$ cat src/sv/addressable_led_strip_driver_macros.svh
// Assertion macros shared by the LED strip driver modules.
`ifndef ADDRESSABLE_LED_STRIP_DRIVER_MACROS_SVH
`define ADDRESSABLE_LED_STRIP_DRIVER_MACROS_SVH

// Same-cycle implication, checked on every rising clock edge outside reset.
`define ALSD_ASSERT_IMPL(lbl, ante, cons, msg) \
  lbl: assert property (@(posedge clk_i) disable iff (!rst_ni) (ante) |-> (cons)) \
    else $error(msg);

// Next-cycle implication.
`define ALSD_ASSERT_NEXT(lbl, ante, cons, msg) \
  lbl: assert property (@(posedge clk_i) disable iff (!rst_ni) (ante) |=> (cons)) \
    else $error(msg);

`endif

$ cat src/sv/alsd_pkg.sv
// Shared types, constants and command structures of the LED strip driver.
`default_nettype none

package alsd_pkg;

  localparam int unsigned MAX_LEDS_DEF = 64;
  localparam int unsigned PIXEL_W      = 24;
  localparam int unsigned BIT_PTR_W    = 5;
  localparam int unsigned TICK_W       = 16;
  localparam int unsigned CFG_IDX_W    = 3;
  localparam int unsigned CFG_DATA_W   = 16;

  localparam logic [BIT_PTR_W-1:0] LAST_BIT = BIT_PTR_W'(PIXEL_W - 1);

  localparam logic [6:0]  LED_COUNT_RST  = 7'd25;
  localparam logic [7:0]  ZERO_HIGH_RST  = 8'd29;
  localparam logic [7:0]  ZERO_LOW_RST   = 8'd61;
  localparam logic [7:0]  ONE_HIGH_RST   = 8'd58;
  localparam logic [7:0]  ONE_LOW_RST    = 8'd32;
  localparam logic [15:0] LATCH_RST      = 16'd4320;

  typedef enum logic [2:0] {
    KIND_TICK      = 3'd0,
    KIND_SET_PIXEL = 3'd1,
    KIND_SET_ALL   = 3'd2,
    KIND_CLEAR     = 3'd3,
    KIND_SHOW      = 3'd4
  } kind_e;

  typedef enum logic [CFG_IDX_W-1:0] {
    REG_LED_COUNT = 3'd0,
    REG_ZERO_HIGH = 3'd1,
    REG_ZERO_LOW  = 3'd2,
    REG_ONE_HIGH  = 3'd3,
    REG_ONE_LOW   = 3'd4,
    REG_LATCH     = 3'd5
  } cfg_reg_e;

  typedef enum logic [1:0] {
    WORD_HOLD  = 2'd0,
    WORD_SHIFT = 2'd1,
    WORD_FIRST = 2'd2,
    WORD_NEXT  = 2'd3
  } word_op_e;

  typedef enum logic [2:0] {
    CNT_HOLD  = 3'd0,
    CNT_DEC   = 3'd1,
    CNT_HIGH  = 3'd2,
    CNT_LOW   = 3'd3,
    CNT_LATCH = 3'd4,
    CNT_CLEAR = 3'd5
  } cnt_op_e;

  typedef struct packed {
    logic     rd_head;
    logic     pix_we;
    logic     sweep_start;
    logic     sweep_zero;
    logic     sweep_we;
    word_op_e word_op;
    cnt_op_e  cnt_op;
  } cmd_t;

  typedef struct packed {
    logic head_fresh;
    logic idx_ok;
    logic count_zero;
    logic next_end;
    logic tick_last;
    logic bit_last;
    logic sweep_last;
  } status_t;

endpackage

`default_nettype wire

$ cat src/sv/alsd_ram.sv
// Generic single-write, single-read RAM with registered read data.
`default_nettype none

module alsd_ram #(
  parameter int unsigned WIDTH = alsd_pkg::PIXEL_W,
  parameter int unsigned DEPTH = alsd_pkg::MAX_LEDS_DEF,
  localparam int unsigned AW   = (DEPTH > 1) ? $clog2(DEPTH) : 1
) (
  input  wire logic             clk_i,
  input  wire logic             we_i,
  input  wire logic [AW-1:0]    waddr_i,
  input  wire logic [WIDTH-1:0] wdata_i,
  input  wire logic [AW-1:0]    raddr_i,
  output logic      [WIDTH-1:0] rdata_o
);

  logic [WIDTH-1:0] mem_q [DEPTH];
  logic [WIDTH-1:0] rdata_q;

  always_ff @(posedge clk_i) begin
    if (we_i) begin
      mem_q[waddr_i] <= wdata_i;
    end
    rdata_q <= mem_q[raddr_i];
  end

  assign rdata_o = rdata_q;

endmodule

`default_nettype wire

$ cat src/sv/alsd_datapath.sv
// Datapath: configuration registers, pixel store, shift word and timing counters.
`default_nettype none
`include "addressable_led_strip_driver_macros.svh"

module alsd_datapath #(
  parameter int unsigned MAX_LEDS = alsd_pkg::MAX_LEDS_DEF
) (
  input  wire logic                              clk_i,
  input  wire logic                              rst_ni,
  input  wire logic                              cfg_we_i,
  input  wire logic [alsd_pkg::CFG_IDX_W-1:0]    cfg_index_i,
  input  wire logic [alsd_pkg::CFG_DATA_W-1:0]   cfg_data_i,
  input  wire logic [7:0]                        pixel_index_i,
  input  wire logic [7:0]                        red_i,
  input  wire logic [7:0]                        green_i,
  input  wire logic [7:0]                        blue_i,
  input  wire alsd_pkg::cmd_t                    cmd_i,
  output alsd_pkg::status_t                      status_o
);

  localparam int unsigned PTR_W = (MAX_LEDS > 1) ? $clog2(MAX_LEDS) : 1;
  localparam int unsigned CNT_W = $clog2(MAX_LEDS + 1);
  localparam int unsigned CMP_W = (CNT_W > 8) ? CNT_W : 8;

  logic [6:0]  led_count_q;
  logic [7:0]  zero_high_q, zero_low_q, one_high_q, one_low_q;
  logic [15:0] latch_q;

  logic [alsd_pkg::PIXEL_W-1:0]   word_q, word_d;
  logic [alsd_pkg::BIT_PTR_W-1:0] bit_q, bit_d;
  logic [PTR_W-1:0]               ptr_q, ptr_d;
  logic [alsd_pkg::TICK_W-1:0]    tick_q, tick_d;
  logic [PTR_W-1:0]               sweep_q, sweep_d;
  logic [alsd_pkg::PIXEL_W-1:0]   fill_q, fill_d;
  logic                           fresh_q, fresh_d;

  logic [CMP_W-1:0]             active;
  logic [CMP_W-1:0]             led_ext;
  logic [CMP_W-1:0]             max_ext;
  logic                         ram_we;
  logic [PTR_W-1:0]             ram_waddr;
  logic [PTR_W-1:0]             ram_raddr;
  logic [alsd_pkg::PIXEL_W-1:0] ram_wdata;
  logic [alsd_pkg::PIXEL_W-1:0] ram_rdata;
  logic [alsd_pkg::PIXEL_W-1:0] color;

  function automatic logic [alsd_pkg::TICK_W-1:0] min_one(input logic [alsd_pkg::TICK_W-1:0] v);
    return (v == '0) ? alsd_pkg::TICK_W'(1) : v;
  endfunction

  // Configuration registers.
  always_ff @(posedge clk_i or negedge rst_ni) begin
    if (!rst_ni) begin
      led_count_q <= alsd_pkg::LED_COUNT_RST;
      zero_high_q <= alsd_pkg::ZERO_HIGH_RST;
      zero_low_q  <= alsd_pkg::ZERO_LOW_RST;
      one_high_q  <= alsd_pkg::ONE_HIGH_RST;
      one_low_q   <= alsd_pkg::ONE_LOW_RST;
      latch_q     <= alsd_pkg::LATCH_RST;
    end else if (cfg_we_i) begin
      case (cfg_index_i)
        alsd_pkg::REG_LED_COUNT: led_count_q <= cfg_data_i[6:0];
        alsd_pkg::REG_ZERO_HIGH: zero_high_q <= cfg_data_i[7:0];
        alsd_pkg::REG_ZERO_LOW:  zero_low_q  <= cfg_data_i[7:0];
        alsd_pkg::REG_ONE_HIGH:  one_high_q  <= cfg_data_i[7:0];
        alsd_pkg::REG_ONE_LOW:   one_low_q   <= cfg_data_i[7:0];
        alsd_pkg::REG_LATCH:     latch_q     <= cfg_data_i[15:0];
        default: ;
      endcase
    end
  end

  // A count above the store size is taken as the store size.
  assign led_ext = CMP_W'(led_count_q);
  assign max_ext = CMP_W'(MAX_LEDS);
  assign active  = (led_ext > max_ext) ? max_ext : led_ext;
  assign color   = {green_i, red_i, blue_i};

  always_comb begin
    word_d = word_q;
    bit_d  = bit_q;
    ptr_d  = ptr_q;
    unique case (cmd_i.word_op)
      alsd_pkg::WORD_HOLD: ;
      alsd_pkg::WORD_SHIFT: begin
        word_d = {word_q[alsd_pkg::PIXEL_W-2:0], 1'b0};
        bit_d  = bit_q + alsd_pkg::BIT_PTR_W'(1);
      end
      alsd_pkg::WORD_FIRST: begin
        word_d = ram_rdata;
        bit_d  = '0;
        ptr_d  = '0;
      end
      alsd_pkg::WORD_NEXT: begin
        word_d = ram_rdata;
        bit_d  = '0;
        ptr_d  = ptr_q + PTR_W'(1);
      end
      default: ;
    endcase
  end

  // A high period takes its length from the bit about to go out, a low period
  // from the bit that just went out.
  always_comb begin
    tick_d = tick_q;
    unique case (cmd_i.cnt_op)
      alsd_pkg::CNT_HOLD:  ;
      alsd_pkg::CNT_DEC:   tick_d = tick_q - alsd_pkg::TICK_W'(1);
      alsd_pkg::CNT_HIGH:  tick_d = min_one(alsd_pkg::TICK_W'(
                             word_d[alsd_pkg::PIXEL_W-1] ? one_high_q : zero_high_q));
      alsd_pkg::CNT_LOW:   tick_d = min_one(alsd_pkg::TICK_W'(
                             word_q[alsd_pkg::PIXEL_W-1] ? one_low_q : zero_low_q));
      alsd_pkg::CNT_LATCH: tick_d = min_one(latch_q);
      alsd_pkg::CNT_CLEAR: tick_d = '0;
      default: ;
    endcase
  end

  always_comb begin
    sweep_d = sweep_q;
    fill_d  = fill_q;
    if (cmd_i.sweep_start) begin
      sweep_d = '0;
      fill_d  = cmd_i.sweep_zero ? '0 : color;
    end else if (cmd_i.sweep_we) begin
      sweep_d = sweep_q + PTR_W'(1);
    end
  end

  assign ram_we    = cmd_i.pix_we | cmd_i.sweep_we;
  assign ram_waddr = cmd_i.sweep_we ? sweep_q : PTR_W'(pixel_index_i);
  assign ram_wdata = cmd_i.sweep_we ? fill_q : color;
  assign ram_raddr = cmd_i.rd_head ? '0 : ptr_q + PTR_W'(1);
  // Read data holds pixel 0 only after a read of it with no write alongside.
  assign fresh_d   = cmd_i.rd_head & ~ram_we;

  always_ff @(posedge clk_i or negedge rst_ni) begin
    if (!rst_ni) begin
      word_q  <= '0;
      bit_q   <= '0;
      ptr_q   <= '0;
      tick_q  <= '0;
      sweep_q <= '0;
      fill_q  <= '0;
      fresh_q <= 1'b0;
    end else begin
      word_q  <= word_d;
      bit_q   <= bit_d;
      ptr_q   <= ptr_d;
      tick_q  <= tick_d;
      sweep_q <= sweep_d;
      fill_q  <= fill_d;
      fresh_q <= fresh_d;
    end
  end

  alsd_ram #(
    .WIDTH (alsd_pkg::PIXEL_W),
    .DEPTH (MAX_LEDS)
  ) u_store (
    .clk_i   (clk_i),
    .we_i    (ram_we),
    .waddr_i (ram_waddr),
    .wdata_i (ram_wdata),
    .raddr_i (ram_raddr),
    .rdata_o (ram_rdata)
  );

  assign status_o.head_fresh = fresh_q;
  assign status_o.idx_ok     = CMP_W'(pixel_index_i) < active;
  assign status_o.count_zero = active == '0;
  assign status_o.next_end   = (CMP_W'(ptr_q) + CMP_W'(1)) >= active;
  assign status_o.tick_last  = tick_q <= alsd_pkg::TICK_W'(1);
  assign status_o.bit_last   = bit_q == alsd_pkg::LAST_BIT;
  assign status_o.sweep_last = sweep_q == PTR_W'(MAX_LEDS - 1);

  `ALSD_ASSERT_IMPL(a_dec_above_one, cmd_i.cnt_op == alsd_pkg::CNT_DEC, tick_q > alsd_pkg::TICK_W'(1), "tick counter decremented at its last tick")
  `ALSD_ASSERT_IMPL(a_shift_in_pixel, cmd_i.word_op == alsd_pkg::WORD_SHIFT, bit_q != alsd_pkg::LAST_BIT, "shift past the last bit of a pixel")
  `ALSD_ASSERT_IMPL(a_pix_we_in_range, cmd_i.pix_we, status_o.idx_ok, "pixel written at an index beyond the count")

endmodule

`default_nettype wire

$ cat src/sv/alsd_ctrl.sv
// Controller: send-phase state machine, store sweep sequencing and result register.
`default_nettype none
`include "addressable_led_strip_driver_macros.svh"

module alsd_ctrl (
  input  wire logic              clk_i,
  input  wire logic              rst_ni,
  input  wire logic              in_valid_i,
  output logic                   in_ready_o,
  input  wire logic [2:0]        kind_i,
  output logic                   out_valid_o,
  input  wire logic              out_ready_i,
  output logic                   line_level_o,
  output logic                   busy_res_o,
  output logic                   rejected_o,
  output alsd_pkg::cmd_t         cmd_o,
  input  wire alsd_pkg::status_t status_i
);

  typedef enum logic [4:0] {
    ST_SWEEP = 5'b00001,
    ST_IDLE  = 5'b00010,
    ST_HIGH  = 5'b00100,
    ST_LOW   = 5'b01000,
    ST_LATCH = 5'b10000
  } state_e;

  state_e state_q, state_d;
  logic   out_valid_q, out_valid_d;
  logic   line_q, busy_q, rej_q;
  logic   slot_free, acc, busy_now, rej, kind_cmd;

  assign slot_free = ~out_valid_q | out_ready_i;
  assign busy_now  = (state_q == ST_HIGH) | (state_q == ST_LOW) | (state_q == ST_LATCH);
  assign kind_cmd  = (kind_i >= alsd_pkg::KIND_SET_PIXEL) & (kind_i <= alsd_pkg::KIND_SHOW);

  // A show is held off while the first pixel's read data is stale.
  assign in_ready_o = slot_free & (state_q != ST_SWEEP) &
                      ~((state_q == ST_IDLE) & (kind_i == alsd_pkg::KIND_SHOW) &
                        ~status_i.head_fresh);
  assign acc = in_valid_i & in_ready_o;

  always_comb begin
    state_d             = state_q;
    rej                 = 1'b0;
    // The latch period needs no pixel data, so it already reads pixel 0 again.
    cmd_o.rd_head       = (state_q != ST_HIGH) & (state_q != ST_LOW);
    cmd_o.pix_we        = 1'b0;
    cmd_o.sweep_start   = 1'b0;
    cmd_o.sweep_zero    = 1'b0;
    cmd_o.sweep_we      = 1'b0;
    cmd_o.word_op       = alsd_pkg::WORD_HOLD;
    cmd_o.cnt_op        = alsd_pkg::CNT_HOLD;
    unique case (state_q)
      ST_SWEEP: begin
        cmd_o.sweep_we = 1'b1;
        if (status_i.sweep_last) begin
          state_d = ST_IDLE;
        end
      end
      ST_IDLE: begin
        if (acc) begin
          case (kind_i)
            alsd_pkg::KIND_SET_PIXEL: begin
              if (status_i.idx_ok) begin
                cmd_o.pix_we = 1'b1;
              end else begin
                rej = 1'b1;
              end
            end
            alsd_pkg::KIND_SET_ALL: begin
              cmd_o.sweep_start = 1'b1;
              state_d           = ST_SWEEP;
            end
            alsd_pkg::KIND_CLEAR: begin
              cmd_o.sweep_start = 1'b1;
              cmd_o.sweep_zero  = 1'b1;
              state_d           = ST_SWEEP;
            end
            alsd_pkg::KIND_SHOW: begin
              if (status_i.count_zero) begin
                cmd_o.cnt_op = alsd_pkg::CNT_LATCH;
                state_d      = ST_LATCH;
              end else begin
                cmd_o.word_op = alsd_pkg::WORD_FIRST;
                cmd_o.cnt_op  = alsd_pkg::CNT_HIGH;
                state_d       = ST_HIGH;
              end
            end
            default: ;
          endcase
        end
      end
      ST_HIGH: begin
        if (acc) begin
          rej = kind_cmd;
          if (status_i.tick_last) begin
            cmd_o.cnt_op = alsd_pkg::CNT_LOW;
            state_d      = ST_LOW;
          end else begin
            cmd_o.cnt_op = alsd_pkg::CNT_DEC;
          end
        end
      end
      ST_LOW: begin
        if (acc) begin
          rej = kind_cmd;
          if (!status_i.tick_last) begin
            cmd_o.cnt_op = alsd_pkg::CNT_DEC;
          end else if (!status_i.bit_last) begin
            cmd_o.word_op = alsd_pkg::WORD_SHIFT;
            cmd_o.cnt_op  = alsd_pkg::CNT_HIGH;
            state_d       = ST_HIGH;
          end else if (status_i.next_end) begin
            cmd_o.cnt_op = alsd_pkg::CNT_LATCH;
            state_d      = ST_LATCH;
          end else begin
            cmd_o.word_op = alsd_pkg::WORD_NEXT;
            cmd_o.cnt_op  = alsd_pkg::CNT_HIGH;
            state_d       = ST_HIGH;
          end
        end
      end
      ST_LATCH: begin
        if (acc) begin
          rej = kind_cmd;
          if (status_i.tick_last) begin
            cmd_o.cnt_op = alsd_pkg::CNT_CLEAR;
            state_d      = ST_IDLE;
          end else begin
            cmd_o.cnt_op = alsd_pkg::CNT_DEC;
          end
        end
      end
      default: state_d = ST_IDLE;
    endcase
  end

  always_comb begin
    out_valid_d = out_valid_q;
    if (acc) begin
      out_valid_d = 1'b1;
    end else if (out_ready_i) begin
      out_valid_d = 1'b0;
    end
  end

  // After reset the store is swept to zero before any request is taken.
  always_ff @(posedge clk_i or negedge rst_ni) begin
    if (!rst_ni) begin
      state_q     <= ST_SWEEP;
      out_valid_q <= 1'b0;
    end else begin
      state_q     <= state_d;
      out_valid_q <= out_valid_d;
    end
  end

  always_ff @(posedge clk_i) begin
    if (acc) begin
      line_q <= state_d == ST_HIGH;
      busy_q <= (state_d == ST_HIGH) | (state_d == ST_LOW) | (state_d == ST_LATCH);
      rej_q  <= rej;
    end
  end

  assign out_valid_o  = out_valid_q;
  assign line_level_o = line_q;
  assign busy_res_o   = busy_q;
  assign rejected_o   = rej_q;

  `ALSD_ASSERT_IMPL(a_store_write_idle, cmd_o.pix_we || cmd_o.sweep_we, state_q == ST_IDLE || state_q == ST_SWEEP, "pixel store written while a frame is sent")
  `ALSD_ASSERT_IMPL(a_no_take_on_stall, out_valid_o && !out_ready_i, !(in_valid_i && in_ready_o), "request taken while the result is stalled")
  `ALSD_ASSERT_IMPL(a_high_is_busy, out_valid_o && line_level_o, busy_res_o, "line high outside a frame")
  `ALSD_ASSERT_NEXT(a_fill_sweeps, acc && state_q == ST_IDLE && (kind_i == alsd_pkg::KIND_SET_ALL || kind_i == alsd_pkg::KIND_CLEAR), state_q == ST_SWEEP, "fill request did not start a sweep")

endmodule

`default_nettype wire

$ cat src/sv/addressable_led_strip_driver.sv
// Top level of the addressable LED strip driver.
//
// Each request on the input channel is one tick of the line timing and may
// carry a command: set one pixel, set all pixels, clear all pixels or show.
// Each request gives exactly one result: the line level after the tick, a
// busy flag for frame and latch time, and a flag for an ignored command.
// The result sits in an output register from the cycle after the request is taken;
// a new request is taken in the same cycle the waiting result is taken, so
// ticks and show frames run at one request per cycle. A stalled receiver
// holds the result and stops the input, and timing only advances on requests.
// Set all and clear write the store one entry per cycle through its single
// write port, so the input stalls after such a request until every entry
// is written. A show right after a store write waits for the registered
// read of pixel 0. Reset clears the control state and then sweeps the store
// to zero, with no request taken until every entry is written; configuration
// writes are taken at any time, and take effect on the next timing segment.
`default_nettype none

module addressable_led_strip_driver #(
  parameter int unsigned MAX_LEDS = alsd_pkg::MAX_LEDS_DEF
) (
  input  wire logic                            clk_i,
  input  wire logic                            rst_ni,
  input  wire logic                            cfg_we_i,
  input  wire logic [alsd_pkg::CFG_IDX_W-1:0]  cfg_index_i,
  input  wire logic [alsd_pkg::CFG_DATA_W-1:0] cfg_data_i,
  input  wire logic                            in_valid_i,
  output logic                                 in_ready_o,
  input  wire logic [2:0]                      kind_i,
  input  wire logic [7:0]                      pixel_index_i,
  input  wire logic [7:0]                      red_i,
  input  wire logic [7:0]                      green_i,
  input  wire logic [7:0]                      blue_i,
  output logic                                 out_valid_o,
  input  wire logic                            out_ready_i,
  output logic                                 line_level_o,
  output logic                                 busy_res_o,
  output logic                                 rejected_o
);

  alsd_pkg::cmd_t    cmd;
  alsd_pkg::status_t status;

  alsd_ctrl u_ctrl (
    .clk_i        (clk_i),
    .rst_ni       (rst_ni),
    .in_valid_i   (in_valid_i),
    .in_ready_o   (in_ready_o),
    .kind_i       (kind_i),
    .out_valid_o  (out_valid_o),
    .out_ready_i  (out_ready_i),
    .line_level_o (line_level_o),
    .busy_res_o   (busy_res_o),
    .rejected_o   (rejected_o),
    .cmd_o        (cmd),
    .status_i     (status)
  );

  alsd_datapath #(
    .MAX_LEDS (MAX_LEDS)
  ) u_datapath (
    .clk_i         (clk_i),
    .rst_ni        (rst_ni),
    .cfg_we_i      (cfg_we_i),
    .cfg_index_i   (cfg_index_i),
    .cfg_data_i    (cfg_data_i),
    .pixel_index_i (pixel_index_i),
    .red_i         (red_i),
    .green_i       (green_i),
    .blue_i        (blue_i),
    .cmd_i         (cmd),
    .status_o      (status)
  );

endmodule

`default_nettype wire

$ cat config.mk
export PLATFORM = sky130hd
export DESIGN_NAME = addressable_led_strip_driver
export DESIGN_NICKNAME = d
export VERILOG_FILES = /design/src/sv/alsd_pkg.sv /design/src/sv/alsd_ram.sv /design/src/sv/alsd_datapath.sv /design/src/sv/alsd_ctrl.sv /design/src/sv/addressable_led_strip_driver.sv
export VERILOG_INCLUDE_DIRS = /design/src /design/src/sv
export SDC_FILE = /design/constraint.sdc
export NUM_CORES = 2
export LEC_CHECK = 0
export CORE_ASPECT_RATIO = 0.7
export CORE_UTILIZATION = 45
export DETAILED_ROUTE_END_ITERATION = 6
export DONT_BUFFER_PORTS = 1
export PLACE_DENSITY = 0.62
export SLEW_MARGIN = 15
export SYNTH_ARGS = -nofsm -noshare
export SYNTH_HDL_FRONTEND = slang
export SYNTH_SLANG_ARGS = --single-unit
$ cat constraint.sdc
create_clock -name clk_i -period 5 [get_ports clk_i]
set_clock_uncertainty 0.2 [all_clocks]
set_input_delay 0.5 -clock clk_i [delete_from_list [all_inputs] [get_ports clk_i]]
set_output_delay 0.5 -clock clk_i [all_outputs]
set_load 0.01 [all_outputs]
## Word-level counts from Yosys, hierarchy flattened

Memories as Yosys holds them, arrays and structs flattened. A register that Yosys moved wholly into a read port is not among the register bits.
Index checks and enable logic that the tools add are counted.

| word-level totals | value |
|---|---|
| register bits after elaboration | 146 |
| bits in writable memories | 1536 |
| input port bits | 59 |
| logic and storage cells | 155 |
| memories | 1 |
| output and inout bits | 5 |

Memory list:

| memory | words | width | read ports | clocked after memory_dff | write ports | line | source |
|---|---|---|---|---|---|---|---|
| u_datapath.u_store.mem_q | 64 | 24 | 1 | 1 | 1 | alsd_ram.sv:17 | `logic [WIDTH-1:0] mem_q [DEPTH];` |

| operators by class | value |
|---|---|
| bitwise operators | 16 |
| reduce and logical (&&, ||, !) cells | 19 |
| mux-type cells | 59 |
| add/subtract/negate cells | 5 |
| eq/ne operators | 30 |
| order comparisons | 6 |

Operators by type and width:

| kind | count |
|---|---|
| $pmux W16 S5 | 1 |
| $mux W5 | 15 |
| $logic_not A16 Y1 | 3 |
| $mux W16 | 3 |
| $mux W24 | 2 |
| $pmux W24 S2 | 1 |
| $pmux W5 S5 | 1 |
| $mux W6 | 4 |
| $mux W3 | 7 |
| $pmux W5 S2 | 2 |
| $eq A3 B2 Y1 const B | 6 |
| $le A16 B1 Y1 const B | 1 |
| $mux W8 | 2 |
| $sub A16 B1 Y16 const B | 1 |
| $eq A3 B3 Y1 const B | 5 |
| $eq A5 B5 Y1 const B | 3 |
| $add A6 B1 Y6 const B | 2 |
| $pmux W3 S4 | 1 |
| $pmux W6 S2 | 1 |
| $reduce_and A2 Y1 | 6 |
| $mux W1 | 11 |
| $eq A5 B3 Y1 const B | 2 |
| $eq A5 B4 Y1 const B | 2 |
| $mux W2 | 5 |
| other kinds (28) | 48 |

## Longest topological paths before layout

| logic depth | value |
|---|---|
| word-level depth | 15 |
| gate-level depth with buffers | 17 |

## Cells and area by module

A second synthesis with hierarchy kept.

| unflattened totals | value |
|---|---|
| cell total of the unflattened synthesis | 3371 |
| area total of the unflattened synthesis | 67178.2 µm² |

By module, submodules not included:

| module | times used | cells each | area each (µm²) | sequential area each (µm²) |
|---|---|---|---|---|
| alsd_ram | 1 | 2610 | 59295.6 | 46604.7 |
| alsd_datapath | 1 | 676 | 7190.6 | 3454.6 |
| alsd_ctrl | 1 | 85 | 691.9 | 241.5 |

## Worst setup path after synthesis

OpenSTA, ideal clock, no wires.

| timing path | value |
|---|---|
| path type | register to register |
| from | register u_datapath.led_count_q[0] |
| to | memory u_datapath.u_store.mem_q[24][0] (netlist bit) (enable) |
| arrival | 3841 ps |
| stages on the path, launching flop included | 10 |
| data required time | 4365 ps |
| setup time | 435 ps |
| period minus slack after synthesis | 4476 ps |
| slack | 524 ps |
| cell sequence | dfstp_2 or3b_2 a21o_1 a21o_1 a21oi_1 o21a_1 a41oi_1 clkbuf_1 clkbuf_1 nor3_1 |

| on the way | value |
|---|---|
| cells in the longest elaborated chain, start to end | 10 |

Ends and longest elaborated chain:

| item | line | source |
|---|---|---|
| start, declared | alsd_datapath.sv:25 | `logic [6:0] led_count_q;` |
| start signal, assigned | alsd_datapath.sv:54 | `led_count_q <= alsd_pkg::LED_COUNT_RST;` |
| start signal, assigned | alsd_datapath.sv:62 | `alsd_pkg::REG_LED_COUNT: led_count_q <= cfg_data_i[6:0];` |
| $gt A7 B7 Y1 | alsd_datapath.sv:76 | `assign active = (led_ext > max_ext) ? max_ext : led_ext;` |
| $mux W7 (*) | alsd_datapath.sv:76 |  |
| $lt A8 B8 Y1 (*) | alsd_datapath.sv:171 | `assign status_o.idx_ok = CMP_W'(pixel_index_i) < active;` |
| $mux W1 (*) | alsd_ctrl.sv:65 | `if (status_i.idx_ok) begin` |
| $mux W1 (*) | alsd_ctrl.sv:63 | `case (kind_i)` |
| $mux W3 (*) | alsd_ctrl.sv:62 | `if (acc) begin` |
| $mux W3 (*) | alsd_ctrl.sv:54 | `unique case (state_q)` |
| $or A1 B1 Y1 (*) | alsd_datapath.sv:131 | `assign ram_we = cmd_i.pix_we \| cmd_i.sweep_we;` |
| $mux W1 (*) | alsd_ram.sv:21 | `if (we_i) begin` |
| $mux W1 (implied by the code) (*) | alsd_ram.sv:22 | `mem_q[waddr_i] <= wdata_i;` |
| end, declared | alsd_ram.sv:17 |  |

Every way passes the cells marked *; elsewhere a longest branch is shown, timed or not.

## Worst setup path after layout

| timing path | value |
|---|---|
| from | register u_datapath.ptr_q[0] |
| to | register u_datapath.u_store.rdata_q[13], in the netlist u_datapath.u_store.rdata_o[13] (read register of u_datapath.u_store.mem_q) |

| on the way | value |
|---|---|
| cells in the longest elaborated chain, start to end | 2 |

Ends and longest elaborated chain:

| item | line | source |
|---|---|---|
| start, declared | alsd_datapath.sv:31 | `logic [PTR_W-1:0] ptr_q, ptr_d;` |
| start signal, assigned | alsd_datapath.sv:150 | `ptr_q <= ptr_d;` |
| $add A6 B1 Y6 | alsd_datapath.sv:134 | `assign ram_raddr = cmd_i.rd_head ? '0 : ptr_q + PTR_W'(1);` |
| $mux W6 | alsd_datapath.sv:134 |  |
| end, declared | alsd_ram.sv:18 | `logic [WIDTH-1:0] rdata_q;` |

No other way between the ends.
A chain may end at the register's enable or synchronous reset.

==> summary.txt <==
Global routing
  – Initial antenna violation count: 19
  – First-pass GRT wire length: 295800 µm
  – Largest net degree at the start of global routing: 172
  – All-Layer GR Usage: 26.80%
  – Vias in the first global route: 39740
  – Total grt overflow: 0

Floorplanning
  – Initial core utilization: 45.55%
  – Die Wd: 469.5 µm
  – Die height: 329.3 µm
  – Die area: 0.1546 mm²
  – # rows: 119
  – Area of the core: 0.1511 mm²
  – I/O pin count: 64

Logic synthesis
  – EDFF count, synth: 1539
  – Top-count cell post-synth: edfxtp_1
  – Async S/R FF share, synth: 8.382%
  – Area contributors post-synth: edfxtp_1 67%, mux4_2 4.6%, dfrtp_1 4.4%
  – Sequential share of the synthesized area: 73.06%
  – Synth top cells by count: 1539 x edfxtp_1, 481 x nand2_1, 228 x o21ai_0
  – Predominant post-synthesis flop cell: edfxtp_1
  – Flop and latch count out of synthesis: 1706
  – Syn_area_per_cell: 15.57 µm²
  – Yosys top cell area share: 67.13%
  – Syn Nets: 4500
  – Synth Instances: 4423
  – Synth cell types: 76
  – Synthesized area: 0.06884 mm²
  – Synth area leader: edfxtp_1
  – Total number of yosys warnings: 0

Placement
  – Placer congestion estimate: 0.9035
  – Detailed placer's ending HPWL: 125100 µm
  – Buffers added on ports: 0

Routing
  – Drt drc: 0
  – Vias/cell: 6.342
  – Detail Route Antenna Nets: 0
  – DRT iter0 DRCs: 6843
  – Via count: 42200
  – Routed WL per cell: 31.34 µm
  – Post-Route WL: 208600 µm
  – Router iterations before antenna repair: 6

CTS
  – Longest Clk Path Bufs: 3
  – Clock sinks: 1706
  – H-tree depth: 4
  – CTS tree: built
  – Inserted Clock Buffers: 155
  – Clock transition at path regs: 0.07 ns
  – CTS Root Cell: clkbuf_16
  – Worst-Skew Late Latency: 0.78 ns

Worst setup path
  – Crit path max fanout: 171
  – Flop2flop setup slack: 0.38 ns
  – CP Class: reg -> reg
  – CP Data Required Time: 5.49 ns
  – Startpoint Class: register
  – Critical Path End Type: register
  – Worst reg2reg path depth: 8
  – CP arrival: 5.11 ns
  – RR Endpoint: u_datapath.u_store.rdata_o[13]
  – Worst r2r src: u_datapath.ptr_q[0]

STA
  – Fin. Hold Viols: 0
  – Final Max Slew Viols: 0
  – Minimum clock period: 4.617 ns
  – Top achievable clock speed: 216.6 MHz
  – # setup viols final: 0
  – RSZ-0062 raised after global routing: false
  – Period utilization: 92.35%
  – Worst Tran Pin Value: 1.289 ns
  – Slew margin rel.: 13.19%
  – Setup TNS: 0 ns

Min path
  – Hold EP: u_ctrl.out_valid_o
  – Hold crit path type: in -> reg
  – Hold_sp: out_ready_i
  – Hold Crit Depth: 2

Layout
  – Final net count: 4620
  – Layout area overhead: 13.88%
  – Finished Core Util: 51.88%
  – Layout cells sized above 1: 16.80%
  – Fillers: 12050

Power
  – Maximum vdd drop: 0.3741 mV
  – Leakage: 25.09 nW
  – Pwr dens: 393.9 mW/mm²

Outcome
  – Status: completed

Job
  – Max cap viols: 0
[cells by family after synthesis]
logic type / Yosys count / synth area share, %
AO/OA/AOI/OAI: 765 / 7.626
XOR/XNOR: 17 / 0.2163
adder cells (fa/ha/maj): 18 / 0.3271
buffers and inverters: 334 / 2.043
flip-flops: 1706 / 73.06
multiplexers: 388 / 8.302
AND/OR/NAND/NOR: 1195 / 8.422
[how the worst max path moves through the flow]
stage,from,end,slack [ns],depth (start not counted)
CTS,u_datapath.ptr_q[0],u_datapath.u_store.rdata_o[13],0.62,8
detailed placement,u_datapath.ptr_q[0],u_datapath.u_store.rdata_o[13],0.64,8
global placement,u_datapath.ptr_q[0],u_datapath.u_store.rdata_o[13],0.47,10
finish,u_datapath.ptr_q[0],u_datapath.u_store.rdata_o[13],0.38,8
floorplan,u_datapath.led_count_q[0],u_datapath.u_store.mem_q[24][0],0.52,9
global route,u_datapath.ptr_q[0],u_datapath.u_store.rdata_o[13],0.32,8
[routing by layer]
metal	vias to the layer above	global-route usage [%]	part of all wire (%)
met5	-	1.194	0.15
met4	8	7.024	2.4
met3	303	10.07	14
met2	2508	37.08	42
met1	21590	39.39	42
li1	17790	-	-
[sequential cells by signal, summed over array words and instances (netlist names), 16 cells and up]
name,cells
u_datapath.fill_q,24
u_datapath.latch_q,16
u_datapath.tick_q,16
u_datapath.u_store.mem_q,1536
u_datapath.u_store.rdata_o,24
u_datapath.word_q,24
[cells in the final DEF (no fill, tap or decap), drive strengths merged, types with 47 or more instances in the layout]
cell,n
mux2i,184
or4,142
a22oi,71
edfxtp,1539
mux4,140
o21ai,255
mux2,64
buf,202
nand2,481
clkinv,47
o221ai,70
dfrtp,121
dlygate4sd3,80
nor2,120
nand3,158
a21oi,70
o22ai,48
nor3,181
clkbuf,201
[worst max-delay path, cell delays in order, from the launching register on]
cell	delay, ns
dfrtp_4	0.52
ha_1	0.29
xnor2_2	0.51
buf_12	0.54
o21ai_0	0.29
mux4_2	0.51
o21ai_0	1.00
o22ai_1	0.28
a31oi_1	0.20
[layout make-up]
cell class              count  area (µm²)  area share, %
diodes                      3       7.507       0.009575
clock buffers             201        4270          5.447
clock inverters            69       719.4         0.9177
inverters                  15       63.81        0.08139
multi-input cells        2383       17670          22.54
flip-flops and latches   1706       50300          64.16
well taps                1996        2497          3.185
repair buffers            282        2863          3.651
[through the flow]
| stage | cells | cell area (µm²) | setup WS, ns | hold slack [ns] | total power [W] |
|---|---|---|---|---|---|
| 6_report | 6655 | 78400 | 0.3827 | 0.02952 | 0.03088 |
| 5_1_grt | 6652 | 78390 | 0.3242 | 0.01170 | 0.03170 |
| 4_1_cts | 6652 | 78390 | 0.6243 | 0.02816 | 0.03092 |
| 3_5_place_dp | 6301 | 72570 | 0.6406 | 0.006339 | 0.01907 |
| 3_3_place_gp | 6301 | 72570 | 0.4677 | 0.006742 | 0.01903 |
| 2_1_floorplan | 4423 | 68840 | 0.5240 | 0.004409 | 0.01797 |
[where the power goes]
group	total, W	switching [W]	internal, W
registers	0.0164	0.000328	0.0161
clock network	0.0119	0.00525	0.00669
logic	0.00253	0.00176	0.000769
total	0.0309	0.00733	0.0235
[repair_timing]
action | in CTS | in global routing
buffers inserted | 0 | 0
resized for setup | 0 | 0
endpoints found under the hold margin | 232 | 0
hold buffers | 81 | 0
(Power assumes the default switching activity.)
